`src/hdl/sli_pkg.sv`:
```
// ---------------------------------------------------------------------------
// sli_pkg: shared definitions for the sorted list store
// Sizes, status and request codes, and the command broadcast to the cells.
// ---------------------------------------------------------------------------
package sli_pkg;

   localparam int DEPTH = 16;
   localparam int VAL_W = 32;
   localparam int OCC_W = 5;
   localparam int CNT_W = $clog2(DEPTH + 1);

   typedef enum logic {
      OP_INSERT = 1'b0,
      OP_DELETE = 1'b1
   } op_type;

   typedef enum logic [1:0] {
      STATUS_DONE      = 2'd0,
      STATUS_NOT_FOUND = 2'd1,
      STATUS_FULL      = 2'd2
   } status_type;

   typedef struct packed {
      logic             insert_en;
      logic             delete_en;
      logic [VAL_W-1:0] value;
   } cell_cmd_type;

endpackage

```
`src/hdl/sli_req_if.sv`:
```
// ---------------------------------------------------------------------------
// sli_req_if: request channel
// Valid/ready channel carrying one insert or delete request.
// ---------------------------------------------------------------------------
interface sli_req_if;
   import sli_pkg::*;

   logic             valid;
   logic             ready;
   op_type           req_type;
   logic [VAL_W-1:0] value;

   modport source (output valid, output req_type, output value, input ready);
   modport sink (input valid, input req_type, input value, output ready);

endinterface

```
`src/hdl/sli_rsp_if.sv`:
```
// ---------------------------------------------------------------------------
// sli_rsp_if: response channel
// Valid/ready channel carrying status, occupancy and the head of the list.
// ---------------------------------------------------------------------------
interface sli_rsp_if;
   import sli_pkg::*;

   logic             valid;
   logic             ready;
   status_type       status;
   logic [OCC_W-1:0] occupancy;
   logic [VAL_W-1:0] head_value;
   logic             head_valid;

   modport source (output valid, output status, output occupancy,
                   output head_value, output head_valid, input ready);
   modport sink (input valid, input status, input occupancy,
                 input head_value, input head_valid, output ready);

endinterface

```
`src/hdl/sli_cell.sv`:
```
// ---------------------------------------------------------------------------
// sli_cell: one compare-and-shift cell of the sorted chain
// Holds one entry; on insert takes the left neighbor or the new value, on
// delete takes the right neighbor, for every place at or above the value.
// ---------------------------------------------------------------------------
module sli_cell (
   input  logic                       clock,
   input  sli_pkg::cell_cmd_type      cmd,
   input  logic                       occupied,
   input  logic                       left_take,
   input  logic [sli_pkg::VAL_W-1:0]  left_entry,
   input  logic [sli_pkg::VAL_W-1:0]  right_entry,
   output logic                       take,
   output logic                       hit,
   output logic [sli_pkg::VAL_W-1:0]  entry,
   output logic [sli_pkg::VAL_W-1:0]  entry_nxt
);
   import sli_pkg::*;

   logic [VAL_W-1:0] entry_ff;
   logic [VAL_W-1:0] entry_in;
   logic             ge;

   always_comb begin
      ge   = $signed(entry_ff) >= $signed(cmd.value);
      take = !occupied || ge;
      hit  = occupied && (entry_ff == cmd.value) && !left_take;
      entry_in = entry_ff;
      if (cmd.insert_en && take) begin
         entry_in = left_take ? left_entry : cmd.value;
      end else if (cmd.delete_en && take) begin
         entry_in = right_entry;
      end
   end

   always_ff @(posedge clock) begin
      entry_ff <= entry_in;
   end

   assign entry     = entry_ff;
   assign entry_nxt = entry_in;

endmodule

```
`src/hdl/sorted_list_insert_delete.sv`:
```
// ---------------------------------------------------------------------------
// sorted_list_insert_delete: sorted store with insert and delete
// A chain of compare-and-shift cells keeps the entries in ascending order.
//
//   channel  dir  fields                                     handshake
//   req      in   req_type, value                            valid/ready
//   rsp      out  status, occupancy, head_value, head_valid  valid/ready
//
// One request per cycle unless the response stalls; every cell compares and
// shifts in the same cycle; the registered response is valid the next cycle.
// Reset clears the entry count and the response valid; cell contents stay.
// A request is taken while the response register is empty or being drained,
// so a stalled response holds off new requests until it is taken.
// ---------------------------------------------------------------------------
module sorted_list_insert_delete (
   input logic     clock,
   input logic     reset,
   sli_req_if.sink   req_chan,
   sli_rsp_if.source rsp_chan
);
   import sli_pkg::*;

   cell_cmd_type     cmd;
   logic [DEPTH-1:0] take;
   logic [DEPTH-1:0] hit;
   logic [VAL_W-1:0] entry     [DEPTH];
   logic [VAL_W-1:0] entry_nxt [DEPTH];

   logic [CNT_W-1:0] count_ff, count_in;
   logic             rsp_valid_ff, rsp_valid_in;
   status_type       status_ff, status_in;
   logic [OCC_W-1:0] occ_ff, occ_in;
   logic [VAL_W-1:0] head_value_ff, head_value_in;
   logic             head_valid_ff, head_valid_in;

   logic accept;
   logic full;
   logic found;

   assign req_chan.ready = !rsp_valid_ff || rsp_chan.ready;
   assign accept = req_chan.valid && req_chan.ready;
   assign full   = (count_ff == CNT_W'(DEPTH));
   assign found  = |hit;

   assign cmd.value     = req_chan.value;
   assign cmd.insert_en = accept && (req_chan.req_type == OP_INSERT) && !full;
   assign cmd.delete_en = accept && (req_chan.req_type == OP_DELETE) && found;

   for (genvar i = 0; i < DEPTH; i++) begin : g_cell
      logic             occupied;
      logic             left_take;
      logic [VAL_W-1:0] left_entry;
      logic [VAL_W-1:0] right_entry;

      assign occupied = CNT_W'(i) < count_ff;

      if (i == 0) begin : g_first
         assign left_take  = 1'b0;
         assign left_entry = entry[i];
      end else begin : g_mid
         assign left_take  = take[i-1];
         assign left_entry = entry[i-1];
      end

      if (i == DEPTH - 1) begin : g_last
         assign right_entry = entry[i];
      end else begin : g_inner
         assign right_entry = entry[i+1];
      end

      sli_cell u_cell (
         .clock       (clock),
         .cmd         (cmd),
         .occupied    (occupied),
         .left_take   (left_take),
         .left_entry  (left_entry),
         .right_entry (right_entry),
         .take        (take[i]),
         .hit         (hit[i]),
         .entry       (entry[i]),
         .entry_nxt   (entry_nxt[i])
      );
   end

   always_comb begin
      count_in = count_ff;
      if (cmd.insert_en) begin
         count_in = count_ff + CNT_W'(1);
      end else if (cmd.delete_en) begin
         count_in = count_ff - CNT_W'(1);
      end

      status_in = STATUS_DONE;
      if (req_chan.req_type == OP_INSERT) begin
         if (full) begin
            status_in = STATUS_FULL;
         end
      end else if (!found) begin
         status_in = STATUS_NOT_FOUND;
      end

      occ_in        = OCC_W'(count_in);
      head_valid_in = (count_in != '0);
      head_value_in = head_valid_in ? entry_nxt[0] : '0;

      rsp_valid_in = rsp_valid_ff;
      if (accept) begin
         rsp_valid_in = 1'b1;
      end else if (rsp_chan.ready) begin
         rsp_valid_in = 1'b0;
      end
   end

   always_ff @(posedge clock) begin
      if (reset) begin
         count_ff     <= '0;
         rsp_valid_ff <= 1'b0;
      end else begin
         count_ff     <= count_in;
         rsp_valid_ff <= rsp_valid_in;
      end
   end

   always_ff @(posedge clock) begin
      if (accept) begin
         status_ff     <= status_in;
         occ_ff        <= occ_in;
         head_value_ff <= head_value_in;
         head_valid_ff <= head_valid_in;
      end
   end

   assign rsp_chan.valid      = rsp_valid_ff;
   assign rsp_chan.status     = status_ff;
   assign rsp_chan.occupancy  = occ_ff;
   assign rsp_chan.head_value = head_value_ff;
   assign rsp_chan.head_valid = head_valid_ff;

endmodule

```
`src/flat_wrapper.sv`:
```
// flat-port wrapper written by rule: the top's interface ports become plain ports
module sorted_list_insert_delete_flat import sli_pkg::*;
  (clock, reset, req_chan_valid, req_chan_req_type, req_chan_value, req_chan_ready, rsp_chan_valid, rsp_chan_status, rsp_chan_occupancy, rsp_chan_head_value, rsp_chan_head_valid, rsp_chan_ready);
  sli_req_if req_chan_i ();
  sli_rsp_if rsp_chan_i ();
  input logic clock;
  input logic reset;
  input wire logic [$bits(req_chan_i.valid)-1:0] req_chan_valid;
  input wire logic [$bits(req_chan_i.req_type)-1:0] req_chan_req_type;
  input wire logic [$bits(req_chan_i.value)-1:0] req_chan_value;
  output wire logic [$bits(req_chan_i.ready)-1:0] req_chan_ready;
  output wire logic [$bits(rsp_chan_i.valid)-1:0] rsp_chan_valid;
  output wire logic [$bits(rsp_chan_i.status)-1:0] rsp_chan_status;
  output wire logic [$bits(rsp_chan_i.occupancy)-1:0] rsp_chan_occupancy;
  output wire logic [$bits(rsp_chan_i.head_value)-1:0] rsp_chan_head_value;
  output wire logic [$bits(rsp_chan_i.head_valid)-1:0] rsp_chan_head_valid;
  input wire logic [$bits(rsp_chan_i.ready)-1:0] rsp_chan_ready;
  assign req_chan_i.valid = req_chan_valid;
  assign req_chan_i.req_type = req_chan_req_type;
  assign req_chan_i.value = req_chan_value;
  assign req_chan_ready = req_chan_i.ready;
  assign rsp_chan_valid = rsp_chan_i.valid;
  assign rsp_chan_status = rsp_chan_i.status;
  assign rsp_chan_occupancy = rsp_chan_i.occupancy;
  assign rsp_chan_head_value = rsp_chan_i.head_value;
  assign rsp_chan_head_valid = rsp_chan_i.head_valid;
  assign rsp_chan_i.ready = rsp_chan_ready;
  sorted_list_insert_delete u_core (.clock(clock), .reset(reset), .req_chan(req_chan_i), .rsp_chan(rsp_chan_i));
endmodule
```
`config.mk`:
```
export PLATFORM = sky130hd
export DESIGN_NAME = sorted_list_insert_delete_flat
export DESIGN_NICKNAME = d
export VERILOG_FILES = /design/src/hdl/sli_pkg.sv /design/src/hdl/sli_req_if.sv /design/src/hdl/sli_rsp_if.sv /design/src/hdl/sli_cell.sv /design/src/hdl/sorted_list_insert_delete.sv /design/src/flat_wrapper.sv
export SDC_FILE = /design/constraint.sdc
export NUM_CORES = 2
export LEC_CHECK = 0
export ABC_CLOCK_PERIOD_IN_PS = 6500
export BUFFER_PORTS_ARGS = -buffer_cell sky130_fd_sc_hd__buf_2
export CAP_MARGIN = 20
export CORE_MARGIN = 2
export CORE_UTILIZATION = 40
export CTS_BUF_LIST = sky130_fd_sc_hd__clkbuf_4 sky130_fd_sc_hd__clkbuf_8 sky130_fd_sc_hd__clkbuf_16
export CTS_CLUSTER_DIAMETER = 150
export DETAILED_ROUTE_END_ITERATION = 16
export PLACE_DENSITY = 0.56
export SLEW_MARGIN = 0
export SYNTH_ARGS = -nofsm -noshare
export SYNTH_HDL_FRONTEND = slang
export SYNTH_HIERARCHICAL = 1
export SYNTH_SLANG_ARGS = --single-unit
```
`constraint.sdc`:
```
create_clock -name clock -period 6.5 [get_ports clock]
set_input_delay 0 -clock clock [delete_from_list [all_inputs] [get_ports clock]]
set_output_delay 0 -clock clock [all_outputs]
set_load 0.02 [all_outputs]
```
==> flow_results.xml <==
<?xml version="1.0" encoding="UTF-8"?>
<metrics>
  <group name="global_route">
    <metric name="grt_start_max_net_pins" unit="">66</metric>
    <metric name="global_route.overflow_total" unit="">0</metric>
    <metric name="first_global_vias" unit="">46800</metric>
    <metric name="grt_pass1_wl" unit="um">289000</metric>
    <metric name="initial_antenna_violation_count" unit="">6</metric>
    <metric name="grt.total_usage" unit="%">26.1</metric>
  </group>
  <group name="worst_setup_path">
    <metric name="critical_path.endpoint" unit="">u_core/rsp_chan.head_value[14]</metric>
    <metric name="critPathKind" unit="">register to register</metric>
    <metric name="worst_r2r_startpoint" unit="">u_core/g_cell[5].u_cell/entry[14]</metric>
    <metric name="required" unit="ns">7.04</metric>
    <metric name="arrival" unit="ns">6.21</metric>
    <metric name="reg2reg_depth" unit="">18</metric>
    <metric name="cp_max_fo" unit="">36</metric>
    <metric name="setup.worst_path.end_class" unit="">register</metric>
    <metric name="cp-startpoint" unit="">u_core/g_cell[5].u_cell/entry[14]</metric>
    <metric name="startpoint_type" unit="">register</metric>
    <metric name="reg2reg_to" unit="">u_core/rsp_chan.head_value[14]</metric>
    <metric name="r2r_slack" unit="ns">0.83</metric>
  </group>
  <group name="placed_design">
    <metric name="postPlaceCellArea" unit="mm^2">0.0546</metric>
    <metric name="port_buffers" unit="">78</metric>
    <metric name="hpwl" unit="um">136000</metric>
    <metric name="dp.cells" unit="">7726</metric>
    <metric name="place_congestion" unit="">0.879</metric>
  </group>
  <group name="cells_and_area">
    <metric name="final_net_count" unit="">6579</metric>
    <metric name="final.fill_count" unit="">13400</metric>
    <metric name="final_cell_area" unit="mm^2">0.0572</metric>
    <metric name="multi_input_comb_area" unit="mm^2">0.0371</metric>
    <metric name="sequential_cell_area" unit="mm^2">0.0116</metric>
    <metric name="drive_above_1_share" unit="%">19.2</metric>
    <metric name="area_delta_synth_final" unit="%">4.44</metric>
    <metric name="layout.cells.non_filler" unit="">7865</metric>
  </group>
  <group name="clocking">
    <metric name="clk_root_buffer_cell" unit="">clkbuf_16</metric>
    <metric name="cts-resized-gates" unit="">0</metric>
    <metric name="cts.sink_count" unit="">558</metric>
    <metric name="tritoncts" unit="">yes</metric>
    <metric name="cts.reportedPaths.clkPinSlew" unit="ns">0.06</metric>
    <metric name="cts_made_buffers" unit="">76</metric>
    <metric name="number_of_buffers_on_the_longest_clock_path" unit="">3</metric>
    <metric name="clock_tree.htree_level_count" unit="">3</metric>
    <metric name="worst_skew_pair.late_latency" unit="ns">0.70</metric>
  </group>
  <group name="detailed_routing">
    <metric name="via_per_inst" unit="">6.33</metric>
    <metric name="drt_iter0_markers" unit="">4167</metric>
    <metric name="post-route-drc-count" unit="">0</metric>
    <metric name="ant_nets" unit="">0</metric>
    <metric name="detail_route.first_pass.iterations" unit="">7</metric>
    <metric name="via_count" unit="">49700</metric>
    <metric name="drt-wirelength-per-cell" unit="um">24.3</metric>
    <metric name="postRouteWirelength" unit="um">191000</metric>
  </group>
  <group name="synth">
    <metric name="yosys_most_used_dff" unit="">dfxtp_1</metric>
    <metric name="synth_edf_count" unit="">40</metric>
    <metric name="synth_fp_nets" unit="">6851</metric>
    <metric name="ys_seq_elements" unit="">558</metric>
    <metric name="post_synth.cell_area_avg" unit="um^2">8.69</metric>
    <metric name="syn_area" unit="mm^2">0.0547</metric>
    <metric name="synthesis.instances" unit="">6298</metric>
    <metric name="postSynth.asyncResetShare" unit="%">0</metric>
    <metric name="ys_warn_count" unit="">6</metric>
    <metric name="synth.distinct_cells" unit="">69</metric>
    <metric name="synth-seq-area-share" unit="%">21.1</metric>
  </group>
  <group name="die">
    <metric name="num_io_pins" unit="">79</metric>
    <metric name="initial_utilization" unit="%">40.4</metric>
    <metric name="placement_rows" unit="">135</metric>
    <metric name="die_area" unit="mm^2">0.140</metric>
    <metric name="core_box_area" unit="mm^2">0.136</metric>
    <metric name="die_y" unit="um">374</metric>
    <metric name="die_w" unit="um">374</metric>
  </group>
  <group name="sta">
    <metric name="fmax" unit="MHz">176</metric>
    <metric name="final-hold-violation-count" unit="">0</metric>
    <metric name="maxSlewViolCount" unit="">0</metric>
    <metric name="finalSetupTns" unit="ns">0</metric>
    <metric name="setup_viol_count_final" unit="">0</metric>
    <metric name="finalWorstPathRequiredPeriod" unit="ns">5.67</metric>
    <metric name="timing.clock.skew" unit="ns">0.0295</metric>
    <metric name="worst_pin_slew" unit="ns">1.03</metric>
    <metric name="min_period_over_period" unit="%">87.2</metric>
    <metric name="slew-limit-headroom" unit="%">31.1</metric>
    <metric name="rsz_0062_raised_after_global_routing" unit="">false</metric>
  </group>
  <group name="power_and_ir_drop">
    <metric name="totalPowerFinal" unit="uW">19000</metric>
    <metric name="power_per_cell_area" unit="mW/mm^2">332</metric>
    <metric name="ir_drop" unit="mV">0.195</metric>
    <metric name="power.static_leakage" unit="uW">0.0204</metric>
  </group>
  <group name="hold_path">
    <metric name="hold_path_class" unit="">input port to register</metric>
  </group>
  <group name="status">
    <metric name="status" unit="">finished, final reports clean</metric>
  </group>
  <group name="flow_run">
    <metric name="max-cap-violations" unit="">0</metric>
  </group>
</metrics>
## Yosys cell counts (19+ instances only)
library cell,number,share of area (%)
inv_1,587,4.0
nor2_1,538,3.7
dfxtp_1,518,19
ha_1,516,12
nor3_1,512,4.7
nor4_2,480,11
o32ai_1,480,7.7
a211oi_1,448,6.1
nor3b_1,401,5.5
clkbuf_1,288,2.0
a21oi_1,210,1.9
nand2_1,169,1.2
buf_6,121,2.5
o21ai_0,101,0.92
nor3b_2,96,2.2
nand4_1,86,0.98
dlygate4sd3_1,64,1.2
nand3_1,51,0.47
a211oi_2,48,1.1
edfxtp_1,40,2.2
buf_2,38,0.35
o211ai_1,33,0.45
a21oi_2,32,0.51
nor4_1,20,0.23
a21o_1,19,0.26
a41oi_1,19,0.30
buf_4,19,0.26
## power by group
group	total (uW)	switching, uW	internal, uW
Combinational	7500	4130	3380
Sequential	7030	2400	4630
Clock	4450	1810	2640
Total	19000	8340	10600
## final cells by class
cell class	instances	share of cell area [%]
antenna	4	0.0175
clock buffer	106	3.91
clock inverter	26	0.562
inverter	587	3.85
multi-input combinational	4590	64.9
sequential	558	20.2
tap	1781	3.90
timing repair buffer	213	2.62
## worst min-delay path by stage
| stage | depth (start not counted) | to | slack, ns | startpoint |
|---|---|---|---|---|
| 2_1_floorplan | 1 | u_core/rsp_chan.valid | 0.07 | reset |
| 3_3_place_gp | 2 | u_core/rsp_chan.valid | 0.31 | reset |
| 3_5_place_dp | 2 | u_core/rsp_chan.valid | 0.31 | reset |
| 4_1_cts | 5 | u_core/g_cell[15].u_cell/entry[19] | 0.01 | req_chan_value[19] |
| 5_1_grt | 5 | u_core/g_cell[15].u_cell/entry[19] | 0.10 | req_chan_value[19] |
| 6_report | 5 | u_core/g_cell[15].u_cell/entry[19] | 0.08 | req_chan_value[19] |
## state kept, by name, summed over array words and instances (netlist names)
register                    cells
u_core/count_ff                 5
u_core/g_cell.u_cell/entry    512
u_core/rsp_chan.head_valid      1
u_core/rsp_chan.head_value     32
u_core/rsp_chan.occupancy       5
u_core/rsp_chan.status          2
u_core/rsp_chan.valid           1
## layout by cell type, fill, tap and decap left out, drive strengths merged, types with 51 or more instances in the layout
| cell | Yosys | layout |
|---|---|---|
| nor2 | 538 | 538 |
| nor3b | 497 | 497 |
| clkbuf | 305 | 106 |
| ha | 516 | 516 |
| o32ai | 480 | 480 |
| o21ai | 104 | 104 |
| nand2 | 185 | 185 |
| dfxtp | 518 | 518 |
| nand4 | 102 | 102 |
| inv | 587 | 589 |
| a21oi | 242 | 242 |
| a211oi | 496 | 496 |
| nor4 | 500 | 500 |
| nand3 | 51 | 51 |
| nor3 | 528 | 528 |
| buf | 178 | 210 |
## routing by layer
metal  global-route usage (%)  up-vias  part of all wire [%]
met5                        0        -                0.0058
met4                     10.5        2                   3.7
met3                     3.05      322                   4.5
met2                     45.3     1289                    49
met1                     32.7    24400                    43
li1                         -    23700                     -
## metrics by stage
stage                     hold slack, ns  util [%]  worst slack [ns]
after floorplan                   0.0691         -             0.945
after global placement             0.306      40.2             0.709
after detailed placement           0.308      40.2             0.615
after CTS                         0.0130      42.1             0.960
after global routing               0.102      42.1             0.593
final                             0.0785      42.1             0.829
## cells by family (layout without fill, tap and decap cells)
group / after synthesis / count (layout) / synth area share [%]
fa+ha+maj: 516 / 516 / 11.8
mux: 17 / 17 / 0.320
compound gates: 1540 / 1540 / 22.9
buf+inv: 1150 / 932 / 11.2
simple gates: 2513 / 2513 / 32.5
xor+xnor: 3 / 3 / 0.0823
other cells: 1 / 5 / 0.00685
flops: 558 / 558 / 21.1
## repair_timing
action                                 in CTS  in global routing
endpoints found under the hold margin       8                  0
buffers inserted                            0                  0
hold buffers                                3                  0
## critical path, cell delays in order (launching register included)
cell,delay [ns]
dfxtp_1,0.40
ha_1,0.38
nand4_1,0.15
nor4_1,0.53
nand4_1,0.38
and2_1,0.27
buf_4,0.25
nand2_2,0.12
nor3b_1,0.05
buf_4,0.15
nor4_1,0.74
and4_1,0.46
nor2_4,0.07
nand2b_2,0.46
buf_12,0.28
o32ai_1,0.11
nor4_2,0.40
inv_1,0.10
a41oi_2,0.15
No activity file was read; power rests on OpenSTA's default activity.
